<file path="src/rtl/core/rsc_pkg.sv">
// Package for the radix string converter: command record, codes and sizes.
// No dependencies; used by every module of the block.
`default_nettype none
package rsc_pkg;

    localparam int MAX_DIGITS  = 64;
    localparam int DIGIT_IDX_W = $clog2(MAX_DIGITS);
    localparam int COUNT_W     = 7;
    localparam int IN_DATA_W   = 96;
    localparam int OUT_DATA_W  = 72;

    localparam logic [1:0] OP_CONVERT = 2'd0;
    localparam logic [1:0] OP_WRITE   = 2'd1;
    localparam logic [1:0] OP_READ    = 2'd2;

    localparam logic [1:0] KIND_CHAR  = 2'd0;
    localparam logic [1:0] KIND_VALUE = 2'd1;
    localparam logic [1:0] KIND_ERROR = 2'd2;

    localparam logic [7:0] CHAR_ZERO  = 8'h30;
    localparam logic [7:0] CHAR_ONE   = 8'h31;
    localparam logic [7:0] CHAR_NINE  = 8'h39;
    localparam logic [7:0] CHAR_UPPER_A = 8'h41;

    typedef struct packed {
        logic [1:0]  op;
        logic        err;
        logic [63:0] value;
        logic [6:0]  width;
        logic [5:0]  base_out;
    } cmd_t;

endpackage
`default_nettype wire

</file>
<file path="src/rtl/core/rsc_front.sv">
// Front end: accepts input transactions, accumulates runs and classifies commands.
// Depends on rsc_pkg.
`default_nettype none
module rsc_front (
    input  wire logic               clk,
    input  wire logic               rst_n,
    input  wire logic               s_tvalid,
    output logic                    s_tready,
    input  wire logic [95:0]        s_tdata,
    input  wire logic [1:0]         s_tuser,
    input  wire logic               s_tlast,
    input  wire logic               q_full,
    output logic                    q_push,
    output rsc_pkg::cmd_t           q_cmd
);
    import rsc_pkg::*;

    logic [63:0]        acc_reg, acc_next;
    logic [COUNT_W-1:0] cnt_reg, cnt_next;
    logic               sign_reg, sign_next;
    logic               ovf_reg, ovf_next;

    logic [5:0]  base_in, base_out;
    logic [6:0]  width;
    logic [7:0]  digit_char;
    logic [63:0] signed_value;
    logic        accept;
    logic        bit_in;
    logic [COUNT_W-1:0] cnt_inc;
    logic [63:0] acc_rd, rd_val, mag;
    logic        sign_rd;
    logic [9:0]  dval;
    logic [69:0] prod;
    logic [71:0] sum;
    logic        ovf_cv;

    assign base_in      = s_tdata[5:0];
    assign base_out     = s_tdata[11:6];
    assign width        = s_tdata[18:12];
    assign digit_char   = s_tdata[26:19];
    assign signed_value = s_tdata[90:27];

    assign s_tready = !q_full;
    assign accept   = s_tvalid && s_tready;

    always_comb
    begin
        bit_in  = (digit_char == CHAR_ONE);
        cnt_inc = (cnt_reg == {COUNT_W{1'b1}}) ? cnt_reg : cnt_reg + 1'b1;
        sign_rd = (cnt_reg == '0) ? bit_in : sign_reg;
        acc_rd  = {acc_reg[62:0], bit_in};
        rd_val  = acc_rd;
        if (sign_rd && (cnt_inc < COUNT_W'(64)))
        begin
            rd_val = acc_rd | (~64'd0 << cnt_inc[5:0]);
        end
        dval = (digit_char > CHAR_NINE) ? ({2'b00, digit_char} - 10'd55)
                                        : ({2'b00, digit_char} - 10'd48);
        prod = {6'd0, acc_reg} * {64'd0, base_in};
        sum  = {2'b00, prod} + {{62{dval[9]}}, dval};
        ovf_cv = ovf_reg || (prod[69:63] != 7'd0) || sum[71] || (sum[70:63] != 8'd0);
        mag = signed_value[63] ? ~signed_value : signed_value;

        acc_next  = acc_reg;
        cnt_next  = cnt_reg;
        sign_next = sign_reg;
        ovf_next  = ovf_reg;
        q_push    = 1'b0;
        q_cmd     = '0;
        q_cmd.op  = s_tuser;

        if (accept)
        begin
            case (s_tuser)
                OP_CONVERT:
                begin
                    if (!ovf_cv)
                    begin
                        acc_next = sum[63:0];
                    end
                    ovf_next = ovf_cv;
                    cnt_next = cnt_inc;
                    if (s_tlast)
                    begin
                        q_push         = 1'b1;
                        q_cmd.err      = ovf_cv || (base_out < 6'd2);
                        q_cmd.value    = ovf_cv ? acc_reg : sum[63:0];
                        q_cmd.base_out = base_out;
                        acc_next  = '0;
                        cnt_next  = '0;
                        sign_next = 1'b0;
                        ovf_next  = 1'b0;
                    end
                end
                OP_WRITE:
                begin
                    q_push      = 1'b1;
                    q_cmd.value = signed_value;
                    q_cmd.width = width;
                    q_cmd.err   = (width < 7'd2) || (width > 7'(MAX_DIGITS))
                                  || ((mag >> (width - 7'd1)) != 64'd0);
                end
                OP_READ:
                begin
                    acc_next  = acc_rd;
                    sign_next = sign_rd;
                    cnt_next  = cnt_inc;
                    if (s_tlast)
                    begin
                        q_push      = 1'b1;
                        q_cmd.value = rd_val;
                        acc_next  = '0;
                        cnt_next  = '0;
                        sign_next = 1'b0;
                        ovf_next  = 1'b0;
                    end
                end
                default:
                begin
                    q_push = 1'b0;
                end
            endcase
        end
    end

    always_ff @(posedge clk or negedge rst_n)
    begin
        if (!rst_n)
        begin
            acc_reg  <= '0;
            cnt_reg  <= '0;
            sign_reg <= 1'b0;
            ovf_reg  <= 1'b0;
        end
        else
        begin
            acc_reg  <= acc_next;
            cnt_reg  <= cnt_next;
            sign_reg <= sign_next;
            ovf_reg  <= ovf_next;
        end
    end

endmodule
`default_nettype wire

</file>
<file path="src/rtl/core/rsc_queue.sv">
// Two-entry command queue between front end and back end.
// Depends on rsc_pkg.
`default_nettype none
module rsc_queue (
    input  wire logic          clk,
    input  wire logic          rst_n,
    input  wire logic          push,
    input  wire rsc_pkg::cmd_t push_cmd,
    input  wire logic          pop,
    output rsc_pkg::cmd_t      head_cmd,
    output logic               full,
    output logic               empty
);
    import rsc_pkg::*;

    cmd_t       entry_reg [2];
    logic       wr_ptr_reg, rd_ptr_reg;
    logic [1:0] count_reg;

    assign full     = (count_reg == 2'd2);
    assign empty    = (count_reg == 2'd0);
    assign head_cmd = entry_reg[rd_ptr_reg];

    always_ff @(posedge clk)
    begin
        if (push)
        begin
            entry_reg[wr_ptr_reg] <= push_cmd;
        end
    end

    always_ff @(posedge clk or negedge rst_n)
    begin
        if (!rst_n)
        begin
            wr_ptr_reg <= 1'b0;
            rd_ptr_reg <= 1'b0;
            count_reg  <= '0;
        end
        else
        begin
            if (push)
            begin
                wr_ptr_reg <= ~wr_ptr_reg;
            end
            if (pop)
            begin
                rd_ptr_reg <= ~rd_ptr_reg;
            end
            count_reg <= count_reg + {1'b0, push} - {1'b0, pop};
        end
    end

endmodule
`default_nettype wire

</file>
<file path="src/rtl/core/rsc_back.sv">
// Back end: executes commands, radix division, digit buffer and result register.
// Depends on rsc_pkg.
`default_nettype none
module rsc_back (
    input  wire logic          clk,
    input  wire logic          rst_n,
    input  wire logic          q_empty,
    input  wire rsc_pkg::cmd_t q_cmd,
    output logic               q_pop,
    output logic               m_tvalid,
    input  wire logic          m_tready,
    output logic [71:0]        m_tdata,
    output logic [1:0]         m_tuser,
    output logic               m_tlast
);
    import rsc_pkg::*;

    typedef enum logic [5:0] {
        ST_IDLE   = 6'b000001,
        ST_DIV    = 6'b000010,
        ST_FETCH  = 6'b000100,
        ST_SEND   = 6'b001000,
        ST_WBITS  = 6'b010000,
        ST_SINGLE = 6'b100000
    } state_t;

    state_t state_reg, state_next;

    logic [5:0]  digit_mem [MAX_DIGITS];
    logic [5:0]  rd_data_reg;

    logic [63:0] quo_reg, quo_next;
    logic [5:0]  rem_reg, rem_next;
    logic [5:0]  bout_reg, bout_next;
    logic [5:0]  step_reg, step_next;
    logic [DIGIT_IDX_W:0]   ndig_reg, ndig_next;
    logic [DIGIT_IDX_W-1:0] idx_reg, idx_next;
    logic [1:0]  skind_reg, skind_next;

    logic        ov_reg, ov_next;
    logic [7:0]  oc_reg, oc_next;
    logic [63:0] oval_reg, oval_next;
    logic [1:0]  okind_reg, okind_next;
    logic        olast_reg, olast_next;

    logic        out_free;
    logic [6:0]  trial;
    logic        ge;
    logic [6:0]  trial_sub;
    logic        digit_done;

    assign out_free = !ov_reg || m_tready;
    assign m_tvalid = ov_reg;
    assign m_tdata  = {oval_reg, oc_reg};
    assign m_tuser  = okind_reg;
    assign m_tlast  = olast_reg;

    always_comb
    begin
        trial      = {rem_reg, quo_reg[63]};
        ge         = (trial >= {1'b0, bout_reg});
        trial_sub  = trial - {1'b0, bout_reg};
        digit_done = (state_reg == ST_DIV) && (step_reg == 6'd63);

        state_next = state_reg;
        quo_next   = quo_reg;
        rem_next   = rem_reg;
        bout_next  = bout_reg;
        step_next  = step_reg;
        ndig_next  = ndig_reg;
        idx_next   = idx_reg;
        skind_next = skind_reg;
        q_pop      = 1'b0;
        ov_next    = ov_reg && !m_tready;
        oc_next    = oc_reg;
        oval_next  = oval_reg;
        okind_next = okind_reg;
        olast_next = olast_reg;

        case (state_reg)
            ST_IDLE:
            begin
                if (!q_empty)
                begin
                    q_pop      = 1'b1;
                    quo_next   = q_cmd.value;
                    rem_next   = '0;
                    step_next  = '0;
                    ndig_next  = '0;
                    bout_next  = q_cmd.base_out;
                    idx_next   = DIGIT_IDX_W'(q_cmd.width - 7'd1);
                    skind_next = KIND_ERROR;
                    if (q_cmd.err)
                    begin
                        state_next = ST_SINGLE;
                    end
                    else if (q_cmd.op == OP_READ)
                    begin
                        skind_next = KIND_VALUE;
                        state_next = ST_SINGLE;
                    end
                    else if (q_cmd.op == OP_WRITE)
                    begin
                        state_next = ST_WBITS;
                    end
                    else
                    begin
                        state_next = ST_DIV;
                    end
                end
            end
            ST_DIV:
            begin
                rem_next  = ge ? trial_sub[5:0] : trial[5:0];
                quo_next  = {quo_reg[62:0], ge};
                step_next = step_reg + 6'd1;
                if (digit_done)
                begin
                    ndig_next = ndig_reg + 1'b1;
                    rem_next  = '0;
                    if ({quo_reg[62:0], ge} == 64'd0)
                    begin
                        idx_next   = ndig_reg[DIGIT_IDX_W-1:0];
                        state_next = ST_FETCH;
                    end
                    else if (ndig_reg == (DIGIT_IDX_W+1)'(MAX_DIGITS - 1))
                    begin
                        skind_next = KIND_ERROR;
                        quo_next   = '0;
                        state_next = ST_SINGLE;
                    end
                end
            end
            ST_FETCH:
            begin
                state_next = ST_SEND;
            end
            ST_SEND:
            begin
                if (out_free)
                begin
                    ov_next    = 1'b1;
                    oc_next    = (rd_data_reg < 6'd10) ? CHAR_ZERO + {2'b00, rd_data_reg}
                                 : CHAR_UPPER_A + {2'b00, rd_data_reg} - 8'd10;
                    oval_next  = '0;
                    okind_next = KIND_CHAR;
                    olast_next = (idx_reg == '0);
                    if (idx_reg == '0)
                    begin
                        state_next = ST_IDLE;
                    end
                    else
                    begin
                        idx_next   = idx_reg - 1'b1;
                        state_next = ST_FETCH;
                    end
                end
            end
            ST_WBITS:
            begin
                if (out_free)
                begin
                    ov_next    = 1'b1;
                    oc_next    = quo_reg[idx_reg] ? CHAR_ONE : CHAR_ZERO;
                    oval_next  = '0;
                    okind_next = KIND_CHAR;
                    olast_next = (idx_reg == '0);
                    if (idx_reg == '0)
                    begin
                        state_next = ST_IDLE;
                    end
                    else
                    begin
                        idx_next = idx_reg - 1'b1;
                    end
                end
            end
            ST_SINGLE:
            begin
                if (out_free)
                begin
                    ov_next    = 1'b1;
                    oc_next    = '0;
                    oval_next  = (skind_reg == KIND_VALUE) ? quo_reg : 64'd0;
                    okind_next = skind_reg;
                    olast_next = 1'b1;
                    state_next = ST_IDLE;
                end
            end
            default:
            begin
                state_next = ST_IDLE;
            end
        endcase
    end

    always_ff @(posedge clk)
    begin
        if (digit_done)
        begin
            digit_mem[ndig_reg[DIGIT_IDX_W-1:0]] <= ge ? trial_sub[5:0] : trial[5:0];
        end
        if (state_reg == ST_FETCH)
        begin
            rd_data_reg <= digit_mem[idx_reg];
        end
    end

    always_ff @(posedge clk)
    begin
        quo_reg   <= quo_next;
        rem_reg   <= rem_next;
        bout_reg  <= bout_next;
        idx_reg   <= idx_next;
        skind_reg <= skind_next;
        oc_reg    <= oc_next;
        oval_reg  <= oval_next;
        okind_reg <= okind_next;
        olast_reg <= olast_next;
    end

    always_ff @(posedge clk or negedge rst_n)
    begin
        if (!rst_n)
        begin
            state_reg <= ST_IDLE;
            step_reg  <= '0;
            ndig_reg  <= '0;
            ov_reg    <= 1'b0;
        end
        else
        begin
            state_reg <= state_next;
            step_reg  <= step_next;
            ndig_reg  <= ndig_next;
            ov_reg    <= ov_next;
        end
    end

endmodule
`default_nettype wire

</file>
<file path="src/rtl/core/radix_string_converter_top.sv">
// Top level of the radix string converter: front end, command queue, back end.
// Non-final convert/read items update run registers; a write, read or error result
// is queued; a write then emits one character per cycle unless the output stalls.
// Convert emission: digits come from a bit-serial radix divider; each character
// then passes the ST_FETCH and ST_SEND states and the registered digit buffer read.
// Reset (rst_n low, asynchronous) clears run state, queue and output valid.
`default_nettype none
module radix_string_converter_top (
    input  wire logic        clk,
    input  wire logic        rst_n,
    input  wire logic        s_tvalid,
    output logic             s_tready,
    // base_in[5:0], base_out[11:6], width[18:12], digit_char[26:19],
    // signed_value[90:27], zero[95:91]
    input  wire logic [95:0] s_tdata,
    // op[1:0]
    input  wire logic [1:0]  s_tuser,
    input  wire logic        s_tlast,
    output logic             m_tvalid,
    input  wire logic        m_tready,
    // out_char[7:0], out_value[71:8]
    output logic [71:0]      m_tdata,
    // kind[1:0]
    output logic [1:0]       m_tuser,
    output logic             m_tlast
);
    import rsc_pkg::*;

    cmd_t push_cmd, head_cmd;
    logic push, pop, full, empty;

    rsc_front u_front (
        .clk      (clk),
        .rst_n    (rst_n),
        .s_tvalid (s_tvalid),
        .s_tready (s_tready),
        .s_tdata  (s_tdata),
        .s_tuser  (s_tuser),
        .s_tlast  (s_tlast),
        .q_full   (full),
        .q_push   (push),
        .q_cmd    (push_cmd)
    );

    rsc_queue u_queue (
        .clk      (clk),
        .rst_n    (rst_n),
        .push     (push),
        .push_cmd (push_cmd),
        .pop      (pop),
        .head_cmd (head_cmd),
        .full     (full),
        .empty    (empty)
    );

    rsc_back u_back (
        .clk      (clk),
        .rst_n    (rst_n),
        .q_empty  (empty),
        .q_cmd    (head_cmd),
        .q_pop    (pop),
        .m_tvalid (m_tvalid),
        .m_tready (m_tready),
        .m_tdata  (m_tdata),
        .m_tuser  (m_tuser),
        .m_tlast  (m_tlast)
    );

endmodule
`default_nettype wire

</file>
<file path="config.mk">
export PLATFORM = sky130hd
export DESIGN_NAME = radix_string_converter_top
export DESIGN_NICKNAME = d
export VERILOG_FILES = /design/src/rtl/core/rsc_pkg.sv /design/src/rtl/core/rsc_front.sv /design/src/rtl/core/rsc_queue.sv /design/src/rtl/core/rsc_back.sv /design/src/rtl/core/radix_string_converter_top.sv
export SDC_FILE = /design/constraint.sdc
export NUM_CORES = 2
export LEC_CHECK = 0
export ABC_AREA = 1
export CELL_PAD_IN_SITES_DETAIL_PLACEMENT = 2
export CELL_PAD_IN_SITES_GLOBAL_PLACEMENT = 2
export CORE_AREA = 2 2 382 384
export CTS_CLUSTER_DIAMETER = 100
export CTS_CLUSTER_SIZE = 14
export DETAILED_ROUTE_END_ITERATION = 7
export DIE_AREA = 0 0 384 386
export DONT_BUFFER_PORTS = 1
export HOLD_SLACK_MARGIN = 0.1
export PLACE_DENSITY_LB_ADDON = 0.1
export SLEW_MARGIN = 20
export SYNTH_ARGS = -nofsm -noshare
export SYNTH_HDL_FRONTEND = slang
export SYNTH_SLANG_ARGS = --single-unit
export TNS_END_PERCENT = 5
</file>
<file path="constraint.sdc">
create_clock -name clk -period 9.7 [get_ports clk]
set_clock_uncertainty 0.15 [all_clocks]
set_input_delay 0.485 -clock clk [delete_from_list [all_inputs] [get_ports clk]]
set_output_delay 0.485 -clock clk [all_outputs]
set_load 0.05 [all_outputs]
</file>
==> flow_metrics.env <==
export IMPL_root_buffer="clkbuf_16"
export IMPL_overflow=0
export IMPL_yosys_most_used_dff="edfxtp_1"
export IMPL_dr_pass1_iters=5
export IMPL_grt_max_degree=98
export IMPL_yosys_warnings=0
export IMPL_finalMaxSlewViolations=0
export IMPL_power_density_mw_per_mm2=350
export IMPL_grt_pass1_vias=62200
export IMPL_die_x_microns=384
export IMPL_cts_buffers=71
export IMPL_worstMarginPinSlew_ps=1180
export IMPL_synthArstFlopShare=0.121
export IMPL_largest_register_ffs=384
export IMPL_yosys_area_top_type="edfxtp_1"
export IMPL_finalWeightedCongestion=0.930
export IMPL_postCtsSetupRepairBufs=0
export IMPL_cap_violations=0
export IMPL_post_route_min_period_ps=8980
export IMPL_ios=180
export IMPL_synth_distinct_cells=68
export IMPL_synthCells=7871
export IMPL_synth_avg_cell_area_sq_um=7.83
export IMPL_finalHoldViolations=0
export IMPL_synth_top_family_by_area="simple AND/OR/NAND/NOR gates"
export IMPL_drtIter0Drc=4578
export IMPL_synth_edf_count=706
export IMPL_power_total_mw=22.9
export IMPL_setup_viol=0
export IMPL_critPathLaunchType="flop"
export IMPL_status="completed"
export IMPL_grt_pass1_wl_mm=408
export IMPL_rsz0062_at_grt="false"
export IMPL_synthTopCellsByArea="edfxtp_1 34%, nand2_1 12%, fa_1 8.2%"
export IMPL_ys_ff_latch=803
export IMPL_drt_wl_total_mm=275
export IMPL_fmax_ghz=0.111
export IMPL_period_share=0.926
export IMPL_synth_most_common_cell="nand2_1"
export IMPL_wl_per_cell_microns=28.5
export IMPL_start_util=0.427
export IMPL_critPathBufInv=8
export IMPL_synth_area_mux_share=0
export IMPL_insertion_delay_ps=720
export IMPL_synth_compound_area_frac=0.114
export IMPL_cp_top_family="simple AND/OR/NAND/NOR gates"
export IMPL_yosys_area_share_simple=0.260
export IMPL_cts_tree="yes"
export IMPL_h_tree_depth=3
export IMPL_synthTopCellsByCount="2044 x nand2_1, 1082 x inv_1, 722 x nand3_1, 706 x edfxtp_1, 694 x nor2_1"
export IMPL_grt_usage=0.366
export IMPL_final_seq_area_sq_mm=0.0236
export IMPL_fin_tns_setup_ps=0
export IMPL_crit_arrival_ps=9260
export IMPL_multi_input_area_sq_mm=0.0318
export IMPL_path_clk_slew_ps=80
export IMPL_critical_path_max_stage_delay_ps=670
export IMPL_netlist_area_sq_mm=0.0617
export IMPL_maxSlewHeadroom=0.209
export IMPL_hpwlAfterDp_mm=202
export IMPL_ant_nets=0
export IMPL_hold_class="input pin to flop"
export IMPL_clockBufferDepth=3
export IMPL_drive_above_1_share=0.0488
export IMPL_cts_sinks=803
export IMPL_die_y_microns=386
export IMPL_io_buffer_count=0
export IMPL_synth_adder_area_share=0.117
export IMPL_ys_seq_area_frac=0.383
export IMPL_drc_errors=0
export IMPL_critical_path_slowest_cell="dfrtp_1"
export IMPL_vias=57600
export IMPL_rows=140
export IMPL_crit_top_cell="nand2_1"
export IMPL_crit_type="flop to flop"
export IMPL_worst_ir_drop_vdd_uv=633
export IMPL_die_area_sq_mm=0.148
export IMPL_viasPerCell=5.98
export IMPL_core_area_sq_mm=0.145
export IMPL_end_kind="flop"
export IMPL_syn_to_final_growth_pct=6.09
export IMPL_synth_nets=8398
export IMPL_synth_xor_area_frac=0.0211
export IMPL_crit_required_ps=9980
export IMPL_p_leak_nw=29.4
export IMPL_cp_max_fo=65
export IMPL_final_nets=8187
export IMPL_yosysTopAreaCellShare=0.344
export IMPL_grt_antenna_before_repair=11
export IMPL_nFillCells=16400
export IMPL_final_util=0.453
[cell families after synthesis]
logic type / count (synthesis)
other cells: 1
xor+xnor: 148
buf+inv: 1522
compound gates: 1207
fa+ha+maj: 424
simple gates: 3766
flops: 803
[routing by layer]
layer  track usage  share of wire
met4         0.205          0.064
met1         0.425           0.38
met2         0.643           0.50
met5             0        0.00031
met3        0.0579          0.055
[cells in the final DEF, fill, tap and decap left out, drive strengths merged, types with 23 or more instances in the layout]
| cell | count |
|---|---|
| nand2 | 2112 |
| inv | 1103 |
| nand3 | 781 |
| nor2 | 712 |
| edfxtp | 706 |
| o21ai | 409 |
| a21oi | 387 |
| fa | 251 |
| ha | 173 |
| clkbuf | 109 |
| dfrtp | 96 |
| xor2 | 84 |
| o22ai | 70 |
| buf | 70 |
| o31ai | 69 |
| nand4 | 67 |
| a22oi | 64 |
| xnor2 | 64 |
| dlygate4sd3 | 63 |
| o211ai | 44 |
| o221ai | 36 |
| nor3 | 36 |
| a31oi | 34 |
| nor4 | 23 |
[timing repair]
action,CTS,global route
hold buffers,64,0
gates resized for setup,0,0
endpoints found under the hold margin,233,0
[path summary, 6_finish.rpt]
| check | start | endpoint | slack, ps | depth (start not counted) |
|---|---|---|---|---|
| setup / recovery | u_front.acc_reg[10] | u_queue.entry_reg[1][19] | 720 | 44 |
| hold / removal | s_tdata[78] | u_queue.entry_reg[0][64] | 140 | 2 |
| setup reg to reg | u_front.acc_reg[10] | u_queue.entry_reg[1][19] | 720 | 44 |
| hold reg to reg | u_queue.entry_reg[1][1] | u_back.bout_reg[1] | 370 | 2 |
| max in group asynchronous | rst_n | u_front.acc_reg[44] | 8400 | 2 |
| min in group asynchronous | rst_n | u_back.m_tvalid | 200 | 2 |
[worst reg2reg max path: cells and delay by family (launching register included)]
family	cells	cell delay, ps
buffers and inverters	8	1080
XOR/XNOR	1	180
adder cells (fa/ha/maj)	5	2250
AO/OA/AOI/OAI	6	1180
flip-flops	1	670
AND/OR/NAND/NOR	24	3200
[report_power, final]
group	total [mW]	internal, mW	switching, mW
Combinational	13.8	3.53	10.3
Sequential	6.13	5.41	0.721
Clock	2.91	1.42	1.49
[per-stage QoR]
step | setup slack [ps] | instance area, sq um | hold slack (ps) | cells
2_1_floorplan | 2530 | 61700 | 39.4 | 7871
3_3_place_gp | 1110 | 62500 | 51.5 | 9439
3_5_place_dp | 860 | 62500 | 51.1 | 9439
4_1_cts | 765 | 65300 | 102 | 9626
5_1_grt | 186 | 65400 | 106 | 9631
6_report | 720 | 65400 | 140 | 9638
[layout make-up]
type | count | share of cell area
inverter | 1105 | 0.0636
clock inverter | 14 | 0.00327
tap | 1917 | 0.0367
clock buffer | 109 | 0.0297
antenna | 11 | 0.000421
timing repair buffer | 133 | 0.0189
multi-input combinational | 5546 | 0.486
sequential | 803 | 0.361
No activity file was read; power rests on OpenSTA's default activity.
